**src/rtl/rss_pkg.sv**
```systemverilog
// shared types and codes for the reduce-scatter step schedule block
package rss_pkg;

  localparam int unsigned MAX_RANKS  = 128;
  localparam int unsigned IDX_W      = 7;
  localparam int unsigned CNT_W      = 8;
  localparam int unsigned STEP_W     = 3;
  localparam int unsigned CFG_IDX_W  = 2;
  localparam int unsigned CFG_DATA_W = 8;
  localparam int unsigned QUEUE_DEPTH = 2;

  localparam logic [CFG_IDX_W-1:0] CFG_RANK_COUNT = 2'd0;
  localparam logic [CFG_IDX_W-1:0] CFG_MY_INDEX   = 2'd1;

  localparam logic [1:0] ST_OK        = 2'd0;
  localparam logic [1:0] ST_BAD_STEP  = 2'd1;
  localparam logic [1:0] ST_BAD_INDEX = 2'd2;

  // one classified step, ready for the slice walk
  typedef struct packed {
    logic [IDX_W-1:0] send_to;
    logic [IDX_W-1:0] recv_from;
    logic [IDX_W-1:0] tx_start;
    logic [IDX_W-1:0] rx_start;
    logic [IDX_W-1:0] stride;
    logic [IDX_W-1:0] count;
    logic [CNT_W-1:0] ranks;
    logic [1:0]       status;
  } cmd_t;

endpackage

```
**src/rtl/rss_front.sv**
```systemverilog
// front end: config registers, step classification and partner arithmetic
module rss_front (
  input  logic                               clk,
  input  logic                               rst_n,
  input  logic                               cfg_valid,
  output logic                               cfg_ready,
  input  logic [rss_pkg::CFG_IDX_W-1:0]      cfg_index,
  input  logic [rss_pkg::CFG_DATA_W-1:0]     cfg_data,
  input  logic                               in_valid,
  output logic                               in_stall,
  input  logic [rss_pkg::STEP_W-1:0]         in_step,
  input  logic                               q_full,
  output logic                               q_push,
  output rss_pkg::cmd_t                      q_cmd
);

  logic [rss_pkg::CNT_W-1:0] rank_count_r;
  logic [rss_pkg::IDX_W-1:0] my_index_r;

  logic [rss_pkg::CNT_W-1:0] n;
  logic [rss_pkg::CNT_W-1:0] me;
  logic [rss_pkg::CNT_W-1:0] delta;
  logic [rss_pkg::CNT_W-1:0] from_sum;
  logic [rss_pkg::CNT_W-1:0] to_val;
  logic [rss_pkg::CNT_W-1:0] from_val;
  logic [rss_pkg::CNT_W:0]   pow2;
  logic [rss_pkg::CNT_W:0]   stride_val;
  logic [rss_pkg::CNT_W-1:0] span;
  logic [rss_pkg::CNT_W-1:0] count_val;
  logic [3:0]                shamt;

  assign cfg_ready = 1'b1;

  always_ff @(posedge clk) begin
    if (!rst_n) begin
      rank_count_r <= 8'd1;
      my_index_r   <= '0;
    end else if (cfg_valid && cfg_ready) begin
      unique case (cfg_index)
        rss_pkg::CFG_RANK_COUNT: rank_count_r <= cfg_data;
        rss_pkg::CFG_MY_INDEX:   my_index_r   <= cfg_data[rss_pkg::IDX_W-1:0];
        default: ;
      endcase
    end
  end

  always_comb begin
    n        = (rank_count_r > rss_pkg::CNT_W'(rss_pkg::MAX_RANKS))
               ? rss_pkg::CNT_W'(rss_pkg::MAX_RANKS) : rank_count_r;
    me       = {1'b0, my_index_r};
    delta    = rss_pkg::CNT_W'(1) << in_step;
    shamt    = {1'b0, in_step} + 4'd1;
    to_val   = (me >= delta) ? (me - delta) : (me + n - delta);
    from_sum = me + delta;
    from_val = (from_sum >= n) ? (from_sum - n) : from_sum;
    pow2     = (rss_pkg::CNT_W+1)'(1) << shamt;
    stride_val = (pow2 >= {1'b0, n}) ? (pow2 - {1'b0, n}) : pow2;
    span     = n - 8'd1 + delta;
    count_val = span >> shamt;

    q_cmd = '0;
    if (me >= n) begin
      q_cmd.status = rss_pkg::ST_BAD_INDEX;
      q_cmd.count  = 7'd1;
    end else if (delta >= n) begin
      // step at or past ceil(log2 n), covers the single-rank ring too
      q_cmd.status = rss_pkg::ST_BAD_STEP;
      q_cmd.count  = 7'd1;
    end else begin
      q_cmd.status    = rss_pkg::ST_OK;
      q_cmd.send_to   = to_val[rss_pkg::IDX_W-1:0];
      q_cmd.recv_from = from_val[rss_pkg::IDX_W-1:0];
      q_cmd.tx_start  = to_val[rss_pkg::IDX_W-1:0];
      q_cmd.rx_start  = my_index_r;
      q_cmd.stride    = stride_val[rss_pkg::IDX_W-1:0];
      q_cmd.count     = count_val[rss_pkg::IDX_W-1:0];
      q_cmd.ranks     = n;
    end
  end

  assign in_stall = q_full;
  assign q_push   = in_valid && !q_full;

endmodule

```
**src/rtl/rss_queue.sv**
```systemverilog
// two-entry command queue between front and back
module rss_queue (
  input  logic          clk,
  input  logic          rst_n,
  input  logic          push,
  input  rss_pkg::cmd_t push_cmd,
  input  logic          pop,
  output rss_pkg::cmd_t pop_cmd,
  output logic          full,
  output logic          empty
);

  rss_pkg::cmd_t slot_r [rss_pkg::QUEUE_DEPTH];
  logic          wr_ptr_r, wr_ptr_nxt;
  logic          rd_ptr_r, rd_ptr_nxt;
  logic [1:0]    fill_r, fill_nxt;

  assign full    = (fill_r == 2'(rss_pkg::QUEUE_DEPTH));
  assign empty   = (fill_r == 2'd0);
  assign pop_cmd = slot_r[rd_ptr_r];

  always_comb begin
    wr_ptr_nxt = wr_ptr_r;
    rd_ptr_nxt = rd_ptr_r;
    fill_nxt   = fill_r;
    if (push) begin
      wr_ptr_nxt = ~wr_ptr_r;
    end
    if (pop) begin
      rd_ptr_nxt = ~rd_ptr_r;
    end
    if (push && !pop) begin
      fill_nxt = fill_r + 2'd1;
    end else if (pop && !push) begin
      fill_nxt = fill_r - 2'd1;
    end
  end

  always_ff @(posedge clk) begin
    if (!rst_n) begin
      wr_ptr_r <= 1'b0;
      rd_ptr_r <= 1'b0;
      fill_r   <= '0;
    end else begin
      wr_ptr_r <= wr_ptr_nxt;
      rd_ptr_r <= rd_ptr_nxt;
      fill_r   <= fill_nxt;
    end
  end

  always_ff @(posedge clk) begin
    if (push) begin
      slot_r[wr_ptr_r] <= push_cmd;
    end
  end

endmodule

```
**src/rtl/rss_back.sv**
```systemverilog
// back end: walks the slice pairs of one command, one result beat per cycle while out_stall is low
module rss_back (
  input  logic                        clk,
  input  logic                        rst_n,
  input  logic                        q_empty,
  input  rss_pkg::cmd_t               q_cmd,
  output logic                        q_pop,
  output logic                        out_valid,
  input  logic                        out_stall,
  output logic [rss_pkg::IDX_W-1:0]   out_send_to,
  output logic [rss_pkg::IDX_W-1:0]   out_recv_from,
  output logic [rss_pkg::IDX_W-1:0]   out_tx_slice,
  output logic [rss_pkg::IDX_W-1:0]   out_rx_slice,
  output logic [rss_pkg::CNT_W-1:0]   out_rx_scratch_slice,
  output logic [1:0]                  out_status,
  output logic                        out_last
);

  logic                      busy_r, busy_nxt;
  rss_pkg::cmd_t             cmd_r;
  logic [rss_pkg::IDX_W-1:0] tx_cursor_r, rx_cursor_r;
  logic [rss_pkg::IDX_W-1:0] slices_left_r;

  logic                      out_valid_r, out_valid_nxt;
  logic [rss_pkg::IDX_W-1:0] send_to_r, recv_from_r, tx_slice_r, rx_slice_r;
  logic [rss_pkg::CNT_W-1:0] scratch_r;
  logic [1:0]                status_r;
  logic                      last_r;

  logic                      slot_free;
  logic                      emit;
  logic                      emit_last;
  logic [rss_pkg::CNT_W-1:0] tx_step, rx_step;

  assign slot_free = !out_valid_r || !out_stall;
  assign emit      = busy_r && slot_free;
  assign emit_last = emit && (slices_left_r == 7'd1);
  // load the next command when idle or on the final beat of the current one
  assign q_pop     = !q_empty && (!busy_r || emit_last);

  always_comb begin
    tx_step = ({1'b0, tx_cursor_r} >= {1'b0, cmd_r.stride})
              ? {1'b0, tx_cursor_r} - {1'b0, cmd_r.stride}
              : {1'b0, tx_cursor_r} + cmd_r.ranks - {1'b0, cmd_r.stride};
    rx_step = ({1'b0, rx_cursor_r} >= {1'b0, cmd_r.stride})
              ? {1'b0, rx_cursor_r} - {1'b0, cmd_r.stride}
              : {1'b0, rx_cursor_r} + cmd_r.ranks - {1'b0, cmd_r.stride};
    busy_nxt = busy_r;
    if (q_pop) begin
      busy_nxt = 1'b1;
    end else if (emit_last) begin
      busy_nxt = 1'b0;
    end
    out_valid_nxt = slot_free ? busy_r : out_valid_r;
  end

  always_ff @(posedge clk) begin
    if (!rst_n) begin
      busy_r      <= 1'b0;
      out_valid_r <= 1'b0;
    end else begin
      busy_r      <= busy_nxt;
      out_valid_r <= out_valid_nxt;
    end
  end

  always_ff @(posedge clk) begin
    if (q_pop) begin
      cmd_r         <= q_cmd;
      tx_cursor_r   <= q_cmd.tx_start;
      rx_cursor_r   <= q_cmd.rx_start;
      slices_left_r <= q_cmd.count;
    end else if (emit) begin
      tx_cursor_r   <= tx_step[rss_pkg::IDX_W-1:0];
      rx_cursor_r   <= rx_step[rss_pkg::IDX_W-1:0];
      slices_left_r <= slices_left_r - 7'd1;
    end
    if (emit) begin
      send_to_r   <= cmd_r.send_to;
      recv_from_r <= cmd_r.recv_from;
      tx_slice_r  <= tx_cursor_r;
      rx_slice_r  <= rx_cursor_r;
      scratch_r   <= {1'b0, rx_cursor_r} + cmd_r.ranks;
      status_r    <= cmd_r.status;
      last_r      <= (slices_left_r == 7'd1);
    end
  end

  assign out_valid            = out_valid_r;
  assign out_send_to          = send_to_r;
  assign out_recv_from        = recv_from_r;
  assign out_tx_slice         = tx_slice_r;
  assign out_rx_slice         = rx_slice_r;
  assign out_rx_scratch_slice = scratch_r;
  assign out_status           = status_r;
  assign out_last             = last_r;

endmodule

```
**src/rtl/reduce_scatter_step_schedule_top.sv**
```systemverilog
// reduce-scatter step schedule: top level
// path: a step beat passes the command queue, the walker's command register and the result register
// throughput: n = (N-1+2^s) >> (s+1) result beats per step, one per cycle from the
//   back-end slice walker while out_stall is low; an idle walker first loads a command
// a two-entry command queue lets the front accept steps while the walker runs
// reset: synchronous active-low; N = 1, my_index = 0, queue and walker empty
module reduce_scatter_step_schedule_top (
  input  logic                           clk,
  input  logic                           rst_n,
  input  logic                           cfg_valid,
  output logic                           cfg_ready,
  input  logic [rss_pkg::CFG_IDX_W-1:0]  cfg_index,
  input  logic [rss_pkg::CFG_DATA_W-1:0] cfg_data,
  input  logic                           in_valid,
  output logic                           in_stall,
  input  logic [rss_pkg::STEP_W-1:0]     in_step,
  output logic                           out_valid,
  input  logic                           out_stall,
  output logic [rss_pkg::IDX_W-1:0]      out_send_to,
  output logic [rss_pkg::IDX_W-1:0]      out_recv_from,
  output logic [rss_pkg::IDX_W-1:0]      out_tx_slice,
  output logic [rss_pkg::IDX_W-1:0]      out_rx_slice,
  output logic [rss_pkg::CNT_W-1:0]      out_rx_scratch_slice,
  output logic [1:0]                     out_status,
  output logic                           out_last
);

  logic          q_full, q_empty, q_push, q_pop;
  rss_pkg::cmd_t push_cmd, pop_cmd;

  rss_front u_front (
    .clk       (clk),
    .rst_n     (rst_n),
    .cfg_valid (cfg_valid),
    .cfg_ready (cfg_ready),
    .cfg_index (cfg_index),
    .cfg_data  (cfg_data),
    .in_valid  (in_valid),
    .in_stall  (in_stall),
    .in_step   (in_step),
    .q_full    (q_full),
    .q_push    (q_push),
    .q_cmd     (push_cmd)
  );

  rss_queue u_queue (
    .clk      (clk),
    .rst_n    (rst_n),
    .push     (q_push),
    .push_cmd (push_cmd),
    .pop      (q_pop),
    .pop_cmd  (pop_cmd),
    .full     (q_full),
    .empty    (q_empty)
  );

  rss_back u_back (
    .clk                  (clk),
    .rst_n                (rst_n),
    .q_empty              (q_empty),
    .q_cmd                (pop_cmd),
    .q_pop                (q_pop),
    .out_valid            (out_valid),
    .out_stall            (out_stall),
    .out_send_to          (out_send_to),
    .out_recv_from        (out_recv_from),
    .out_tx_slice         (out_tx_slice),
    .out_rx_slice         (out_rx_slice),
    .out_rx_scratch_slice (out_rx_scratch_slice),
    .out_status           (out_status),
    .out_last             (out_last)
  );

endmodule

```
**config.mk**
```make
export PLATFORM = sky130hd
export DESIGN_NAME = reduce_scatter_step_schedule_top
export DESIGN_NICKNAME = d
export VERILOG_FILES = /design/src/rtl/rss_pkg.sv /design/src/rtl/rss_front.sv /design/src/rtl/rss_queue.sv /design/src/rtl/rss_back.sv /design/src/rtl/reduce_scatter_step_schedule_top.sv
export SDC_FILE = /design/constraint.sdc
export NUM_CORES = 1
export LEC_CHECK = 0
export ABC_AREA = 0
export BUFFER_PORTS_ARGS = -buffer_cell sky130_fd_sc_hd__buf_4
export CAP_MARGIN = 20
export CORE_ASPECT_RATIO = 0.9
export CORE_MARGIN = 5
export CORE_UTILIZATION = 50
export CTS_CLUSTER_DIAMETER = 60
export CTS_CLUSTER_SIZE = 10
export DETAILED_ROUTE_END_ITERATION = 6
export GPL_TIMING_DRIVEN = 0
export PLACE_DENSITY = 0.7
export SYNTH_ARGS = -nofsm -noshare
export SYNTH_HDL_FRONTEND = slang
export SYNTH_HIERARCHICAL = 1
export SYNTH_SLANG_ARGS = --single-unit
export TNS_END_PERCENT = 20
```
**constraint.sdc**
```tcl
create_clock -name clk -period 3.8 [get_ports clk]
set_clock_uncertainty 0.1 [all_clocks]
set_input_delay 0.19 -clock clk [delete_from_list [all_inputs] [get_ports clk]]
set_output_delay 0.19 -clock clk [all_outputs]
set_load 0.01 [all_outputs]
```
# ---- Yosys cells after proc, flatten, opt, wreduce, memory -nomap -nowiden
# Memories as Yosys holds them, arrays and structs flattened. A register that Yosys moved wholly into a read port is not among the register bits.
# Index checks and enable logic that the tools add are counted.
dict set report word_totals {
  register_bits 112
  ramBits 104
  in_bits 18
  output_inout_bits 42
  elab_cells 107
  memories 1
}
# name words width rd rd_ports_with_merged_regs wr line
set mem_list {}
lappend mem_list {u_queue.slot_r 2 52 1 1 1 rss_queue.sv:13} ;# rss_pkg::cmd_t slot_r [rss_pkg::QUEUE_DEPTH];
dict set report classes {
  add_sub_neg 18
  n_lt_le_gt_ge 8
  eq_ne 3
  shifts 3
  n_mux 28
  bitwise_logic 2
  n_reduce_logical 22
}
# cell n
set ops {}
lappend ops {{$mux 7} 13}
lappend ops {{$mux 35} 2}
lappend ops {{$sub 7x7->7} 8}
lappend ops {{$mux 8} 3}
lappend ops {{$add 7x8->8} 2}
lappend ops {{$ge 7x8->1} 2}
lappend ops {{$ge 8x8->1} 2}
lappend ops {{$add 7x7->7} 2}
lappend ops {{$ge 7x7->1} 2}
lappend ops {{$ge 9x8->1} 1}
lappend ops {{$shl 1x4->9 const A} 1}
lappend ops {{$add 8x8->8} 1}
lappend ops {{$gt 8x8->1 const B} 1}
lappend ops {{$shl 1x3->8 const A} 1}
lappend ops {{$shr 8x4->7} 1}
lappend ops {{$sub 8x1->8 const B} 1}
lappend ops {{$eq 7x1->1 const B} 1}
lappend ops {{$logic_not 1->1} 7}
lappend ops {{$mux 1} 7}
lappend ops {{$sub 7x1->7 const B} 1}
lappend ops {{$logic_and 1x1->1} 6}
lappend ops {{$mux 2} 3}
lappend ops {{$reduce_bool 2->1} 3}
lappend ops {{$add 3x1->4 const B} 1}
lappend ops {{8 further kinds} 12}

# ---- Longest topological paths before layout
dict set report depth {
  ltp_word 9
  mapped_depth 18
  mapped_depth_nobuf 17
}

# ---- Cells and area by module
# Netlist, hierarchy kept.
# mod n_inst cells_each area_each_um2 seq_area_each_um2
set modules_own_cells {}
lappend modules_own_cells {rss_back 1 397 4923.5 2772.7}
lappend modules_own_cells {rss_queue 1 184 3970.1 3223.1}
lappend modules_own_cells {rss_front 1 510 3857.4 300.3}

# ---- Worst setup path after synthesis
# No wires, ideal clock.
dict set report synth_timing {
  path_type {reg2reg}
  start {register u_queue.fill_r[0]}
  end {memory u_queue/slot_r[0][0] (netlist name), enable pin}
  setup_time_ns 0.469
  t_arrival_ns 3.178
  required_time_ns 3.231
  setup_slack_ns 0.053
  stages_incl_launch_ff 4
  n_path_buf 0
  synth_period_minus_slack_ns 3.747
  cell_sequence {dfxtp_1 and2b_2 nor2b_1 nor2b_1}
}
dict set report synth_between {
  elab_chain_cells 5
}
# item line
set synth_lines {}
lappend synth_lines {{start: declaration} rss_queue.sv:16} ;# logic [1:0] fill_r, fill_nxt;
lappend synth_lines {{start signal: assignment} rss_queue.sv:47} ;# fill_r <= fill_nxt;
lappend synth_lines {{$eq 2x2->1} rss_queue.sv:18} ;# assign full = (fill_r == 2'(rss_pkg::QUEUE_DEPTH));
lappend synth_lines {{named net q_full} reduce_scatter_step_schedule_top.sv:28} ;# logic q_full, q_empty, q_push, q_pop;
lappend synth_lines {{$logic_not 1->1} rss_front.sv:82} ;# assign q_push = in_valid && !q_full;
lappend synth_lines {{$logic_and 1x1->1} rss_front.sv:82}
lappend synth_lines {{named net q_push} reduce_scatter_step_schedule_top.sv:28}
lappend synth_lines {{$mux 1} rss_queue.sv:52} ;# if (push) begin
lappend synth_lines {{$mux 1 (implied by the code)} rss_queue.sv:53} ;# slot_r[wr_ptr_r] <= push_cmd;
lappend synth_lines {{end: declaration} rss_queue.sv:13}
# The timed path passes the listed nets, and every way through them passes these cells.

==> results.json <==
{
  "layout_commonest_cell": "edfxtp_1",
  "p_int_w": 0.00766,
  "fp.coreArea_um2": 25100,
  "netlist_instances": 1091,
  "seq_power_share_pct": 32.9,
  "p_clk_share_pct": 18.5,
  "critical_path.endpoint_type": "flop",
  "fin_crit_ns": 3.62,
  "synth.distinct_cells": 76,
  "diodes": 0,
  "cts_buffers": 27,
  "fmax_mhz": 277,
  "fin_crit_sh_pct": 95.1,
  "gp_congestion": 0.929,
  "leakage_nw": 5.80,
  "ant_nets": 0,
  "first_global_vias": 8374,
  "routed_via_density": 5.46,
  "synthesis.nets": 1235,
  "nets": 1334,
  "critPathArrivalTime_ns": 3.78,
  "drt_wl_total_mm": 27.5,
  "cap_violations": 0,
  "power_density_nw_per_um2": 834,
  "clock_latency_ns": 0.52,
  "grt_pass1_wl_mm": 44.5,
  "portBuffers": 56,
  "critPathMaxFanout": 10,
  "initial_core_util_pct": 50.8,
  "ys_warn_count": 6,
  "status": "completed",
  "tritoncts_num_sinks": 217,
  "place_area_um2": 13700,
  "maxSlewHeadroom_pct": 35.5,
  "fp-row-count": 55,
  "sw_frac_of_total_pct": 37.1,
  "cts_tree": "built",
  "total_power_w": 0.0122,
  "pwr-share-comb_pct": 48.6,
  "grt-ovfl-total": 0,
  "die_w_um": 178,
  "critical-path-slowest-cell": "fa_1",
  "cp_cell_sequence": "buf_4 > buf_2 > clkinvlp_4 > nand2_1 > inv_1 > ha_1 > inv_1 > fa_1 > o21bai_1 > a21oi_1 > xnor2_1 > ha_1 > o21a_1 > o31a_1 > o31ai_2 > a21oi_4 > mux2i_1 > nor2_1",
  "hold_viol": 0,
  "post-route-drc-count": 0,
  "worst_pin_slew_ns": 0.967,
  "crit_type": "input port to flop",
  "peakVddDrop_mv": 0.403,
  "cp.required_ns": 3.96,
  "synth_edf_count": 195,
  "grt_max_degree": 43,
  "critPathLaunchType": "input port",
  "async_flop_share_pct": 0,
  "antenna_found_initial": 0,
  "cts-root-buf": "clkbuf_16",
  "dieArea_um2": 28800,
  "routedWlPerCell_um": 17.8,
  "pin_count": 60,
  "layout_common_cells": "195 x edfxtp_1, 106 x inv_1, 105 x ha_1",
  "synth_seq_cells": 217,
  "track_usage_pct": 19.3,
  "synth.cell_area_um2": 12800,
  "area_growth_pct": 14.5,
  "via_count": 8416,
  "die_h_um": 162,
  "rsz0062_at_grt": "no",
  "crit_path_max_incr_delay_ns": 0.41,
  "htree_levels": 1,
  "finalSetupViolCount": 0,
  "hold_path_class": "input port to flop",
  "drive_gt1_share_pct": 17.2,
  "ys.flop_type": "edfxtp_1",
  "power_switching_w": 0.00452,
  "fin_area_um2": 14600,
  "yosysSeqAreaShare_pct": 49.4,
  "drv_slew": 0,
  "dp.final_hpwl_mm": 20.6,
  "cts.clk_slew.worst_paths_ns": 0.05,
  "synth_area_per_cell_um2": 11.7,
  "dr.first_iter.drc_count": 713,
  "first_pass_iters": 5,
  "clockBufferDepth": 3
}
cells by family after synthesis:
logic type / Yosys count / synth area share, %
AOI/OAI and AO/OA: 210 / 11.5
adders and majority gates: 126 / 13.6
DFF: 217 / 49.4
buffers and inverters: 146 / 5.01
muxes: 84 / 7.11
and+or+nand+nor: 265 / 10.5
other: 1 / 0.0294
xor gates and xnor gates: 42 / 2.88
worst paths after layout:
kind,cells past startpoint,end,slack (ns),startpoint
worst max-delay path,18,u_queue/slot_r[0][44],0.18,in_step[2]
worst min-delay path,4,u_queue/wr_ptr_r,0.1,in_valid
worst max register to register,13,u_queue/slot_r[1][13],0.20,u_front/rank_count_r[7]
worst min register to register,0,u_back/out_send_to[2],0.31,u_back/cmd_r[47]
metal layers:
layer	share of wire (%)	vias to the layer above	GRT usage [%]
met1	47	4022	27.7
li1	-	4137	-
met4	1.4	0	3.77
met2	47	226	31.9
met3	4.6	31	2.29
met5	0	-	0
registers in the layout, summed over array words and instances (netlist names), 7 cells and up, named ones only:
name / flops
u_back/out_tx_slice: 7
u_front/my_index_r: 7
u_back/slices_left_r: 7
u_back/out_rx_scratch_slice: 8
u_back/cmd_r: 31
u_queue/slot_r: 104
u_back/tx_cursor_r: 7
u_back/out_send_to: 7
u_back/rx_cursor_r: 7
u_front/rank_count_r: 8
u_back/out_rx_slice: 7
u_back/out_recv_from: 7
metrics by stage:
| stage | util (%) | setup slack, ns | TNS, ns | cells | hold slack [ns] |
|---|---|---|---|---|---|
| after floorplan | - | 0.0527 | 0 | 1091 | 0.208 |
| final | 58.1 | 0.185 | 0 | 1541 | 0.0988 |
| after global placement | 54.1 | -1.28 | -93.19 | 1489 | 0.303 |
| after global routing | 58.1 | 0.00120 | 0 | 1541 | 0.118 |
| after detailed placement | 54.5 | -0.482 | -13.17 | 1492 | 0.305 |
| after CTS | 58.1 | 0.0553 | 0 | 1541 | 0.0805 |
worst max-delay path, delay by kind of cell:
kind | cells | cell delay [ns]
simple gates | 2 | 0.20
buf+inv | 5 | 0.77
fa+ha+maj | 3 | 1.01
mux | 1 | 0.33
xor+xnor | 1 | 0.18
compound gates | 6 | 1.10
synthesized netlist by cell type, types with 5 or more instances:
| cell | number | area share (%) |
|---|---|---|
| a211oi_1 | 9 | 0.53 |
| a21oi_1 | 45 | 1.8 |
| a31oi_1 | 16 | 0.79 |
| and2_1 | 12 | 0.59 |
| and3_1 | 8 | 0.39 |
| buf_2 | 8 | 0.31 |
| buf_4 | 15 | 0.88 |
| clkbuf_1 | 9 | 0.26 |
| dfxtp_1 | 22 | 3.5 |
| edfxtp_1 | 195 | 46 |
| fa_1 | 21 | 3.3 |
| ha_1 | 105 | 10 |
| inv_1 | 106 | 3.1 |
| mux2_2 | 53 | 4.7 |
| mux2i_1 | 31 | 2.4 |
| nand2_1 | 45 | 1.3 |
| nand2b_1 | 14 | 0.69 |
| nand3_1 | 13 | 0.51 |
| nand4_1 | 11 | 0.54 |
| nor2_1 | 84 | 2.5 |
| nor2b_1 | 40 | 2.0 |
| nor3_1 | 11 | 0.43 |
| nor3b_1 | 8 | 0.47 |
| o211ai_1 | 6 | 0.35 |
| o21a_1 | 23 | 1.4 |
| o21ai_0 | 36 | 1.4 |
| o21ai_1 | 8 | 0.31 |
| o21bai_1 | 5 | 0.29 |
| o31a_1 | 11 | 0.76 |
| xnor2_1 | 30 | 2.1 |
| xor2_1 | 12 | 0.82 |
power groups by stage:
| stage | logic (W) | registers, W | clock network (W) |
|---|---|---|---|
| floorplan | 0.00432 | 0.00403 | 0 |
| global placement | 0.00567 | 0.00407 | 0 |
| detailed placement | 0.00581 | 0.00406 | 0 |
| CTS | 0.00587 | 0.00402 | 0.00231 |
| global route | 0.00654 | 0.00408 | 0.00242 |
| finish | 0.00591 | 0.00401 | 0.00225 |
what timing repair did:
action                     4_1_cts  5_1_grt
setup endpoints to repair       67       36
hold endpoints to repair        32        0
setup buffers                    0        0
resized for setup                4        9
pin swaps                        0        1
hold buffers                    11        0
area by class of cell:
cell class,count,area [µm²]
inverter,109,415
tap,342,428
fill,2064,10500
timing repair buffer,70,591
buffer,37,233
clock buffer,33,708
sequential,217,6300
clock inverter,5,72.6
multi-input combinational,728,5860
Note: power is estimated with default switching activity, not from simulation.
